==> src/rtl/source_address_packet_counter_unit_assert.svh <==
// Assertion macros used by the packet counter sequencer.
`ifndef SOURCE_ADDRESS_PACKET_COUNTER_UNIT_ASSERT_SVH
`define SOURCE_ADDRESS_PACKET_COUNTER_UNIT_ASSERT_SVH

// Same-cycle implication, disabled while in reset.
`define SAPC_ASSERT_IMPL(lbl, ante, cons) \
  lbl: assert property (@(posedge clk_i) disable iff (!rst_ni) (ante) |-> (cons)) \
    else $error("sapc: assertion failed");

// Next-cycle implication, disabled while in reset.
`define SAPC_ASSERT_NEXT(lbl, ante, cons) \
  lbl: assert property (@(posedge clk_i) disable iff (!rst_ni) (ante) |=> (cons)) \
    else $error("sapc: assertion failed");

`endif

==> src/rtl/sapc_pkg.sv <==
// Types and constants of the source address packet counter.
`timescale 1ns / 1ps

package sapc_pkg;

  localparam int unsigned ADDR_W           = 32;
  localparam int unsigned COUNT_W          = 32;
  localparam int unsigned WORD_W           = ADDR_W + COUNT_W;
  localparam int unsigned USED_OUT_W       = 9;
  localparam int unsigned MIN_HEADER_BYTES = 20;
  localparam int unsigned BYTES_PER_WORD   = 4;

  typedef enum logic [1:0] {
    CMD_RECORD = 2'd0,
    CMD_QUERY  = 2'd1,
    CMD_READ   = 2'd2
  } cmd_e;

  typedef enum logic [1:0] {
    ST_OK    = 2'd0,
    ST_SHORT = 2'd1,
    ST_FULL  = 2'd2,
    ST_MISS  = 2'd3
  } status_e;

  typedef enum logic [2:0] {
    S_IDLE,
    S_SCAN,
    S_RDWAIT,
    S_SHIFT,
    S_INSERT,
    S_DONE
  } state_e;

  typedef struct packed {
    status_e                 status;
    logic [COUNT_W-1:0]      count;
    logic [ADDR_W-1:0]       addr;
    logic [USED_OUT_W-1:0]   used;
  } res_t;

endpackage

==> src/rtl/sapc_ctrl.sv <==
// Sequencer: ordered scan, in-place shift and update of the address table.
`timescale 1ns / 1ps
`include "source_address_packet_counter_unit_assert.svh"

module sapc_ctrl #(
  parameter int unsigned ENTRIES = 256
) (
  input  logic                             clk_i,
  input  logic                             rst_ni,
  input  logic                             in_valid_i,
  output logic                             in_ready_o,
  input  logic [1:0]                       cmd_i,
  input  logic [3:0]                       header_words_i,
  input  logic [sapc_pkg::ADDR_W-1:0]      address_i,
  input  logic [7:0]                       entry_index_i,
  output logic                             res_valid_o,
  input  logic                             res_ready_i,
  output sapc_pkg::res_t                   res_o,
  output logic                             ram_we_o,
  output logic [$clog2(ENTRIES)-1:0]       ram_waddr_o,
  output logic [sapc_pkg::WORD_W-1:0]      ram_wdata_o,
  output logic [$clog2(ENTRIES)-1:0]       ram_raddr_o,
  input  logic [sapc_pkg::WORD_W-1:0]      ram_rdata_i
);

  localparam int unsigned AW = $clog2(ENTRIES);
  localparam int unsigned CW = $clog2(ENTRIES + 1);

  sapc_pkg::state_e                 state_q, state_d;
  logic [1:0]                       cmd_q, cmd_d;
  logic [sapc_pkg::ADDR_W-1:0]      addr_q, addr_d;
  logic [CW-1:0]                    idx_q, idx_d;
  logic [CW-1:0]                    used_q, used_d;
  logic [CW-1:0]                    k_q, k_d;
  logic [CW-1:0]                    rem_q, rem_d;
  logic                             pend_q, pend_d;
  logic [AW-1:0]                    wa_q, wa_d;
  sapc_pkg::status_e                st_q, st_d;
  logic [sapc_pkg::COUNT_W-1:0]     cnt_q, cnt_d;
  logic [sapc_pkg::ADDR_W-1:0]      eaddr_q, eaddr_d;

  logic [sapc_pkg::ADDR_W-1:0]      d_addr;
  logic [sapc_pkg::COUNT_W-1:0]     d_cnt;
  logic [sapc_pkg::COUNT_W-1:0]     d_cnt_inc;
  logic                             scan_end, scan_hit, scan_below, short_hdr;

  assign d_addr    = ram_rdata_i[sapc_pkg::WORD_W-1 -: sapc_pkg::ADDR_W];
  assign d_cnt     = ram_rdata_i[sapc_pkg::COUNT_W-1:0];
  assign d_cnt_inc = (d_cnt == '1) ? d_cnt : d_cnt + 1'b1;
  assign scan_end   = (idx_q >= used_q);
  assign scan_hit   = !scan_end && (d_addr == addr_q);
  assign scan_below = !scan_end && (d_addr < addr_q);
  assign short_hdr  = ({header_words_i, 2'b00} <
                       6'(sapc_pkg::MIN_HEADER_BYTES));

  always_ff @(posedge clk_i or negedge rst_ni) begin
    if (!rst_ni) begin
      state_q <= sapc_pkg::S_IDLE;
      used_q  <= '0;
      pend_q  <= 1'b0;
    end else begin
      state_q <= state_d;
      used_q  <= used_d;
      pend_q  <= pend_d;
    end
  end

  always_ff @(posedge clk_i) begin
    cmd_q   <= cmd_d;
    addr_q  <= addr_d;
    idx_q   <= idx_d;
    k_q     <= k_d;
    rem_q   <= rem_d;
    wa_q    <= wa_d;
    st_q    <= st_d;
    cnt_q   <= cnt_d;
    eaddr_q <= eaddr_d;
  end

  always_comb begin
    state_d     = state_q;
    cmd_d       = cmd_q;
    addr_d      = addr_q;
    idx_d       = idx_q;
    used_d      = used_q;
    k_d         = k_q;
    rem_d       = rem_q;
    pend_d      = 1'b0;
    wa_d        = wa_q;
    st_d        = st_q;
    cnt_d       = cnt_q;
    eaddr_d     = eaddr_q;
    in_ready_o  = 1'b0;
    res_valid_o = 1'b0;
    ram_we_o    = 1'b0;
    ram_waddr_o = wa_q;
    ram_wdata_o = ram_rdata_i;
    ram_raddr_o = '0;

    case (state_q)
      sapc_pkg::S_IDLE: begin
        in_ready_o  = 1'b1;
        ram_raddr_o = (cmd_i == sapc_pkg::CMD_READ) ? AW'(entry_index_i) : '0;
        if (in_valid_i) begin
          cmd_d   = cmd_i;
          addr_d  = address_i;
          idx_d   = '0;
          cnt_d   = '0;
          eaddr_d = '0;
          st_d    = sapc_pkg::ST_MISS;
          state_d = sapc_pkg::S_DONE;
          case (cmd_i)
            sapc_pkg::CMD_RECORD: begin
              if (short_hdr) begin
                st_d = sapc_pkg::ST_SHORT;
              end else begin
                state_d = sapc_pkg::S_SCAN;
              end
            end
            sapc_pkg::CMD_QUERY: begin
              state_d = sapc_pkg::S_SCAN;
            end
            sapc_pkg::CMD_READ: begin
              if (32'(entry_index_i) < 32'(used_q)) begin
                state_d = sapc_pkg::S_RDWAIT;
              end
            end
            default: begin
              st_d = sapc_pkg::ST_MISS;
            end
          endcase
        end
      end

      sapc_pkg::S_SCAN: begin
        // data for entry idx_q is on the read port; fetch the next one
        ram_raddr_o = AW'(idx_q + 1'b1);
        if (scan_hit) begin
          st_d    = sapc_pkg::ST_OK;
          eaddr_d = d_addr;
          state_d = sapc_pkg::S_DONE;
          if (cmd_q == sapc_pkg::CMD_RECORD) begin
            cnt_d       = d_cnt_inc;
            ram_we_o    = 1'b1;
            ram_waddr_o = AW'(idx_q);
            ram_wdata_o = {d_addr, d_cnt_inc};
          end else begin
            cnt_d = d_cnt;
          end
        end else if (scan_end || scan_below) begin
          if (cmd_q != sapc_pkg::CMD_RECORD) begin
            st_d    = sapc_pkg::ST_MISS;
            state_d = sapc_pkg::S_DONE;
          end else if (used_q == CW'(ENTRIES)) begin
            st_d    = sapc_pkg::ST_FULL;
            state_d = sapc_pkg::S_DONE;
          end else begin
            // idx_q is the insert position; move the tail up one slot
            k_d     = used_q - 1'b1;
            rem_d   = used_q - idx_q;
            state_d = sapc_pkg::S_SHIFT;
          end
        end else begin
          idx_d = idx_q + 1'b1;
        end
      end

      sapc_pkg::S_RDWAIT: begin
        st_d    = sapc_pkg::ST_OK;
        cnt_d   = d_cnt;
        eaddr_d = d_addr;
        state_d = sapc_pkg::S_DONE;
      end

      sapc_pkg::S_SHIFT: begin
        // read k, write k+1 in the following cycle: the read always leads the write
        ram_raddr_o = AW'(k_q);
        ram_we_o    = pend_q;
        ram_waddr_o = wa_q;
        ram_wdata_o = ram_rdata_i;
        if (rem_q != '0) begin
          k_d    = k_q - 1'b1;
          rem_d  = rem_q - 1'b1;
          pend_d = 1'b1;
          wa_d   = AW'(k_q + 1'b1);
        end else if (!pend_q) begin
          state_d = sapc_pkg::S_INSERT;
        end
      end

      sapc_pkg::S_INSERT: begin
        ram_we_o    = 1'b1;
        ram_waddr_o = AW'(idx_q);
        ram_wdata_o = {addr_q, sapc_pkg::COUNT_W'(1)};
        used_d      = used_q + 1'b1;
        st_d        = sapc_pkg::ST_OK;
        cnt_d       = sapc_pkg::COUNT_W'(1);
        eaddr_d     = addr_q;
        state_d     = sapc_pkg::S_DONE;
      end

      sapc_pkg::S_DONE: begin
        res_valid_o = 1'b1;
        if (res_ready_i) begin
          state_d = sapc_pkg::S_IDLE;
        end
      end

      default: begin
        state_d = sapc_pkg::S_IDLE;
      end
    endcase
  end

  assign res_o.status = st_q;
  assign res_o.count  = cnt_q;
  assign res_o.addr   = eaddr_q;
  assign res_o.used   = sapc_pkg::USED_OUT_W'(used_q);

  `SAPC_ASSERT_IMPL(a_used_bound, 1'b1, used_q <= CW'(ENTRIES))
  `SAPC_ASSERT_IMPL(a_idle_no_write, state_q == sapc_pkg::S_IDLE, !ram_we_o)
  `SAPC_ASSERT_NEXT(a_accept_busy, in_valid_i && in_ready_o, state_q != sapc_pkg::S_IDLE)
  `SAPC_ASSERT_NEXT(a_insert_grows, state_q == sapc_pkg::S_INSERT, used_q == CW'($past(used_q) + 1'b1))

endmodule

==> config.mk <==
export PLATFORM = sky130hd
export DESIGN_NAME = sapc_ctrl
export DESIGN_NICKNAME = d
export VERILOG_FILES = /design/src/rtl/sapc_pkg.sv /design/src/rtl/sapc_ctrl.sv
export VERILOG_INCLUDE_DIRS = /design/src /design/src/rtl
export SDC_FILE = /design/constraint.sdc
export NUM_CORES = 1
export LEC_CHECK = 0
export ABC_AREA = 1
export BUFFER_PORTS_ARGS = -buffer_cell sky130_fd_sc_hd__buf_2
export CAP_MARGIN = 20
export CORE_ASPECT_RATIO = 2
export CORE_MARGIN = 1
export CORE_UTILIZATION = 35
export DETAILED_ROUTE_END_ITERATION = 10
export PLACE_DENSITY_LB_ADDON = 0.12
export SYNTH_ARGS = -nofsm -noshare
export SYNTH_HDL_FRONTEND = slang
export SYNTH_SLANG_ARGS = --single-unit
==> constraint.sdc <==
create_clock -name clk_i -period 6.95 [get_ports clk_i]
set_clock_uncertainty 0.2 [all_clocks]
set_input_delay 0.3475 -clock clk_i [delete_from_list [all_inputs] [get_ports clk_i]]
set_output_delay 0.3475 -clock clk_i [all_outputs]
set_load 0.05 [all_outputs]
---- Word level (Yosys, flattened, before mapping) ----
Cells that the tools add are included.
storage, ports and cells
  output and inout port bits .............. 158
  register bits after elaboration ......... 148
  logic and storage cells ................. 126
  bits of input ports ..................... 114
operators by class
  eq/ne operators ......................... 23
  order comparisons ....................... 4
  reductions and logical operators ........ 21
  $add $sub $neg .......................... 8
  multiplexer cells ....................... 58
operators with widths
  kind                                                                 count
  32-bit case mux with 4 select lines                                  2
  32-bit two-way mux                                                   7
  64-bit case mux with 2 select lines                                  1
  9-bit two-way mux                                                    13
  9-bit case mux with 2 select lines                                   3
  32-bit by 1-bit adder with 32-bit output (second input constant)     1
  32-bit == test                                                       1
  32-bit == test (second input constant)                               1
  32-bit less-than comparator                                          1
  3-bit two-way mux                                                    10
  9-bit by 1-bit subtractor with 9-bit output (second input constant)  3
  8-bit two-way mux                                                    3
  8-bit case mux with 3 select lines                                   1
  2-bit inequality test (second input constant)                        11
  9-bit by 1-bit adder with 9-bit output (second input constant)       2
  8-bit case mux with 2 select lines                                   1
  3-bit case mux with 5 select lines                                   1
  2-bit two-way mux                                                    7
  9-bit == test (second input constant)                                1
  9-bit >= comparator                                                  1
  8-bit by 9-bit less-than comparator with 1-bit output                1
  3-bit case mux with 3 select lines                                   1
  9-bit nonzero test                                                   1
  9-bit subtractor                                                     1
  other kinds (26)                                                     39

---- Logic depth before layout (Yosys ltp) ----
  depth after elaboration ................. 7
  depth in mapped cells ................... 16
  gate-level depth less buffers ........... 16

---- Worst setup path after synthesis ----
Ideal clock, no wire load.
  path kind ............................... reg2reg
  from .................................... reg used_q[4]
  to ...................................... reg cnt_q[0] (netlist bit), enable pin
  stages on the path, launching flop included .. 12
  library setup time ...................... 0.486 ns
  buffers on the path ..................... 0
  required time ........................... 6.264 ns
  clock period less this slack ............ 5.131 ns
  slack ................................... 1.819 ns
  data arrival time ....................... 4.445 ns
  path through ............................ dfrtp_1 -> ha_1 -> nand2_1 -> inv_1 -> nand2_1 -> nand2_1 -> nand2_1 -> nand3_1 -> nand3_1 -> nand2_2 -> nand2_1 -> nor2_1
on the way
  longest elaborated chain between the ends .. 5
RTL lines
  element                          line             RTL
  start, declared                  sapc_ctrl.sv:33  logic [CW-1:0] used_q, used_d;
  start signal, assigned           sapc_ctrl.sv:63  used_q <= used_d;
  9-bit >= comparator              sapc_ctrl.sv:50  assign scan_end = (idx_q >= used_q);
  1-bit zero test                  sapc_ctrl.sv:51  assign scan_hit = !scan_end && (d_addr == addr_q);
  1-bit logical AND                sapc_ctrl.sv:51
  2-bit inequality test (no line)  --
  3-bit AND reduction (no line)    --
  end signal, assigned             sapc_ctrl.sv:76  cnt_q <= cnt_d;
  end, declared                    sapc_ctrl.sv:39  logic [sapc_pkg::COUNT_W-1:0] cnt_q, cnt_d;
No other way between the ends.
A chain may end at the register's enable or synchronous reset.

---- Worst setup path after layout ----
  from .................................... in ram_rdata_i[59] (netlist bit)
  to ...................................... out ram_wdata_o[13] (netlist bit)
on the way
  longest elaborated chain between the ends .. 4
RTL lines
  element                              line              RTL
  start, declared                      sapc_ctrl.sv:23   input logic [sapc_pkg::WORD_W-1:0] ram_rdata_i
  32-bit == test                       sapc_ctrl.sv:51
  1-bit logical AND                    sapc_ctrl.sv:51
  32-bit two-way mux                   sapc_ctrl.sv:138  if (scan_hit) begin
  64-bit case mux with 2 select lines  sapc_ctrl.sv:100  case (state_q)
  end, declared                        sapc_ctrl.sv:21   output logic [sapc_pkg::WORD_W-1:0] ram_wdata_o,
No other way between the ends.

==> impl_metrics.yaml <==
critical_path:
  slowest_delay_ns: 0.52
  crit_chain: "dlygate4sd3_1 > buf_2 > ha_1 > nand2_1 > inv_1 > nand2_1 > nor2_2 > nand2_1 > nor2_1 > nand3_1 > nand2_2 > inv_4 > nor2_4 > inv_1 > nand2_1 > o21ai_1 > buf_2"
  cp-start-kind: "input port"
  arrival_ns: 3.48
  cp_top_family: "simple AND/OR/NAND/NOR gates"
  crit_slowest_cell: "dlygate4sd3_1"
  critPathBufInv: 6
  endpoint_kind: "output pin"
  critical_path_class: "input port to output pin"
  cp_common_cell: "nand2_1"
  worstPathRequired_ns: 6.40
  cp_max_fo: 12
clock_tree:
  clock_path_buffers: 2
  clock-root-buffer: "clkbuf_16"
  cts_tree: "yes"
  clk_pin_slew_ns: 0.06
  cts_max_level: 4
  post_cts_buffers: 0
  cts_sinks: 147
  numCtsBuffers: 17
  cts_resized: 0
  clock_latency_ns: 0.44
drt:
  vias_per_cell: 5.076
  vias: 9823
  drc: 0
  first_iter_violations: 424
  routedWlPerCell_um: 18.48
  ant_nets: 0
  dr.pass1.iters: 7
  wirelength_mm: 35.76
timing:
  post-route-period-util: 0.5790
  period_needed_ns: 4.024
  worst_pin_slew_ns: 1.009
  fmax_mhz: 248.5
  slew_headroom: 0.3276
  hold_violations: 0
  grt_setup_unrepaired: "false"
  finalSetupViolCount: 0
  whs_ns: 0.02274
  setup_tns_ns: 0
  maxSlewViolCount: 0
synthesis:
  ys_types: 47
  synth-edff-count: 134
  synth_area_per_cell_um2: 8.000
  ys_seq_area_frac: 0.4288
  synthCells: 1268
  yosysWarningCount: 0
  ys.flop_type: "edfxtp_1"
  syn_area_mm2: 0.01014
  syn_nets: 1438
  ys_ff_latch: 147
  synthArstFlopShare: 0.08844
global_route:
  grt_use_total: 0.2451
  grt_max_degree: 69
  gr-total-overflow: 0
  grt_pass1_vias: 9725
  antenna_found_initial: 1
  grt_pass1_wl_mm: 53.42
die:
  core_area_mm2: 0.02830
  ios: 272
  die_x_um: 122.4
  die_h_um: 242.8
  core.rowCount: 87
  start_util: 0.3584
  dieArea_mm2: 0.02971
power_and_ir_drop:
  power.share.clock: 0.145
  sw_frac_of_total: 0.5642
  comb_power_share: 0.609
  power.switching_mw: 3.704
  vdd.ir_drop.worst_mv: 0.3218
  p_leak_nw: 6.084
  seq_power_share: 0.246
  power_density_mw_per_mm2: 512.9
  p_int_mw: 2.862
status:
  status: "complete, no violations"
final_layout:
  layout-drive-gt1-share: 0.2224
  syn_to_final_growth_pct: 26.20
  stdcell_area_mm2: 0.01280
  utilization: 0.4523
  regArea_mm2: 0.004349
  nNetsFinal: 1735
  fill_cells: 2958
  multi_input_area_mm2: 0.004926
placement:
  placement.cell_area_mm2: 0.01181
  io_buffers: 271
  dp_hpwl_mm: 28.55
  gp_congestion: 0.9572
hold_path:
  holdCritPathClass: "input port to register"
flow_run:
  maxCapViolCount: 0
worst paths after layout:
path	from	to	slack, ns	cells after the start
min in group asynchronous	rst_ni	used_q[7]$_DFFE_PN0N_	0.16	2
worst max register to register	state_q[1]$_DFFE_PN0P_	eaddr_q[15]$_DFFE_PP_	3.15	7
worst max-delay path	ram_rdata_i[59]	ram_wdata_o[13]	2.93	17
max in group asynchronous	rst_ni	used_q[1]$_DFFE_PN0N_	6.10	2
worst min-delay path	res_ready_i	state_q[2]$_DFFE_PN0P_	0.02	4
worst min register to register	addr_q[26]$_DFFE_PP_	eaddr_q[26]$_DFFE_PP_	0.37	2
layout make-up:
type	instances	area share
Antenna cell	1	0.0001955
Sequential cell	147	0.3398
Clock inverter	14	0.01251
Inverter	181	0.05347
Clock buffer	18	0.03353
Timing Repair Buffer	316	0.1409
Multi-Input combinational cell	902	0.3848
Tap cell	356	0.03480
cell usage after synthesis, types with 2 or more instances:
cell type / n / area, um^2
a21o_1: 4 / 30.03
a21oi_1: 33 / 165.2
a31oi_1: 5 / 31.28
and2_1: 2 / 12.51
buf_2: 17 / 85.08
buf_4: 2 / 15.01
buf_6: 4 / 45.04
clkbuf_1: 14 / 52.55
dfrtp_1: 13 / 325.3
edfxtp_1: 134 / 4024
ha_1: 55 / 688.2
inv_1: 171 / 641.9
inv_2: 7 / 26.28
inv_4: 2 / 12.51
nand2_1: 336 / 1261
nand2_2: 2 / 12.51
nand2_4: 3 / 33.78
nand3_1: 94 / 470.5
nand3_2: 2 / 20.02
nand3b_1: 5 / 37.54
nand4_1: 8 / 50.05
nor2_1: 82 / 307.8
nor2_2: 6 / 37.54
nor2_4: 6 / 67.56
nor3_1: 20 / 100.1
nor3_2: 5 / 50.05
nor4_1: 2 / 12.51
o211ai_1: 18 / 135.1
o21ai_0: 112 / 560.5
o21ai_1: 13 / 65.06
o21ai_2: 2 / 17.52
o221ai_1: 4 / 35.03
o22ai_1: 20 / 125.1
or2_2: 2 / 12.51
xnor2_1: 8 / 70.07
xor2_1: 44 / 385.4
kinds of logic (layout without fill, tap and decap cells):
family | Yosys count | in the layout | synth area share
compound gates | 213 | 213 | 0.1164
xor+xnor | 52 | 52 | 0.04490
fa+ha+maj | 56 | 56 | 0.06982
buf+inv | 219 | 529 | 0.08733
flops | 147 | 147 | 0.4288
mux | 1 | 1 | 0.0009868
other cells | 0 | 1 | 0
simple gates | 580 | 580 | 0.2518
power by group through the flow:
stage | sequential (mW) | combinational, mW | clock [mW]
finish | 1.62 | 4.00 | 0.951
detailed placement | 1.64 | 4.00 | 0
global route | 1.65 | 4.24 | 1.00
CTS | 1.62 | 4.02 | 0.971
floorplan | 2.40 | 2.17 | 0
global placement | 1.64 | 3.99 | 0
state kept, by name, summed over array words and instances, names as in the netlist:
signal	cells
addr_q	32
cmd_q	2
cnt_q	32
eaddr_q	32
idx_q	9
k_q	8
pend_q	1
rem_q	9
st_q	2
state_q	3
used_q	9
wa_q	8
timing repair:
| item | in CTS | in global routing |
|---|---|---|
| setup endpoints to repair | 0 | 0 |
| hold buffers | 36 | 0 |
| endpoints found under the hold margin | 48 | 0 |
stage by stage:
stage | setup WS (ns) | power [mW] | instances
finish | 2.926 | 6.566 | 1935
global route | 2.703 | 6.897 | 1935
CTS | 2.946 | 6.614 | 1932
detailed placement | 3.102 | 5.632 | 1864
global placement | 3.115 | 5.625 | 1864
floorplan | 1.819 | 4.571 | 1268
per-layer routing:
metal / vias to the layer above / part of all wire / global-route usage
li1: 4832 / - / -
met1: 4571 / 0.32 / 0.2172
met2: 320 / 0.57 / 0.4833
met3: 100 / 0.044 / 0.04300
met4: 0 / 0.059 / 0.1546
met5: - / 0 / 0
worst min-delay path: stages:
cell and delay, ns:
buf_2 0.08, inv_1 0.03, nand2_1 0.11, nand2_1 0.06
layout by cell type (no fill, tap or decap), drive strengths merged, types with 36 or more instances in the layout:
master         n
nand2        341
buf          280
inv          182
edfxtp       134
o21ai        127
nand3         97
nor2          95
ha            55
xor2          44
dlygate4sd3   36
Note: power is estimated with default switching activity, not from simulation.
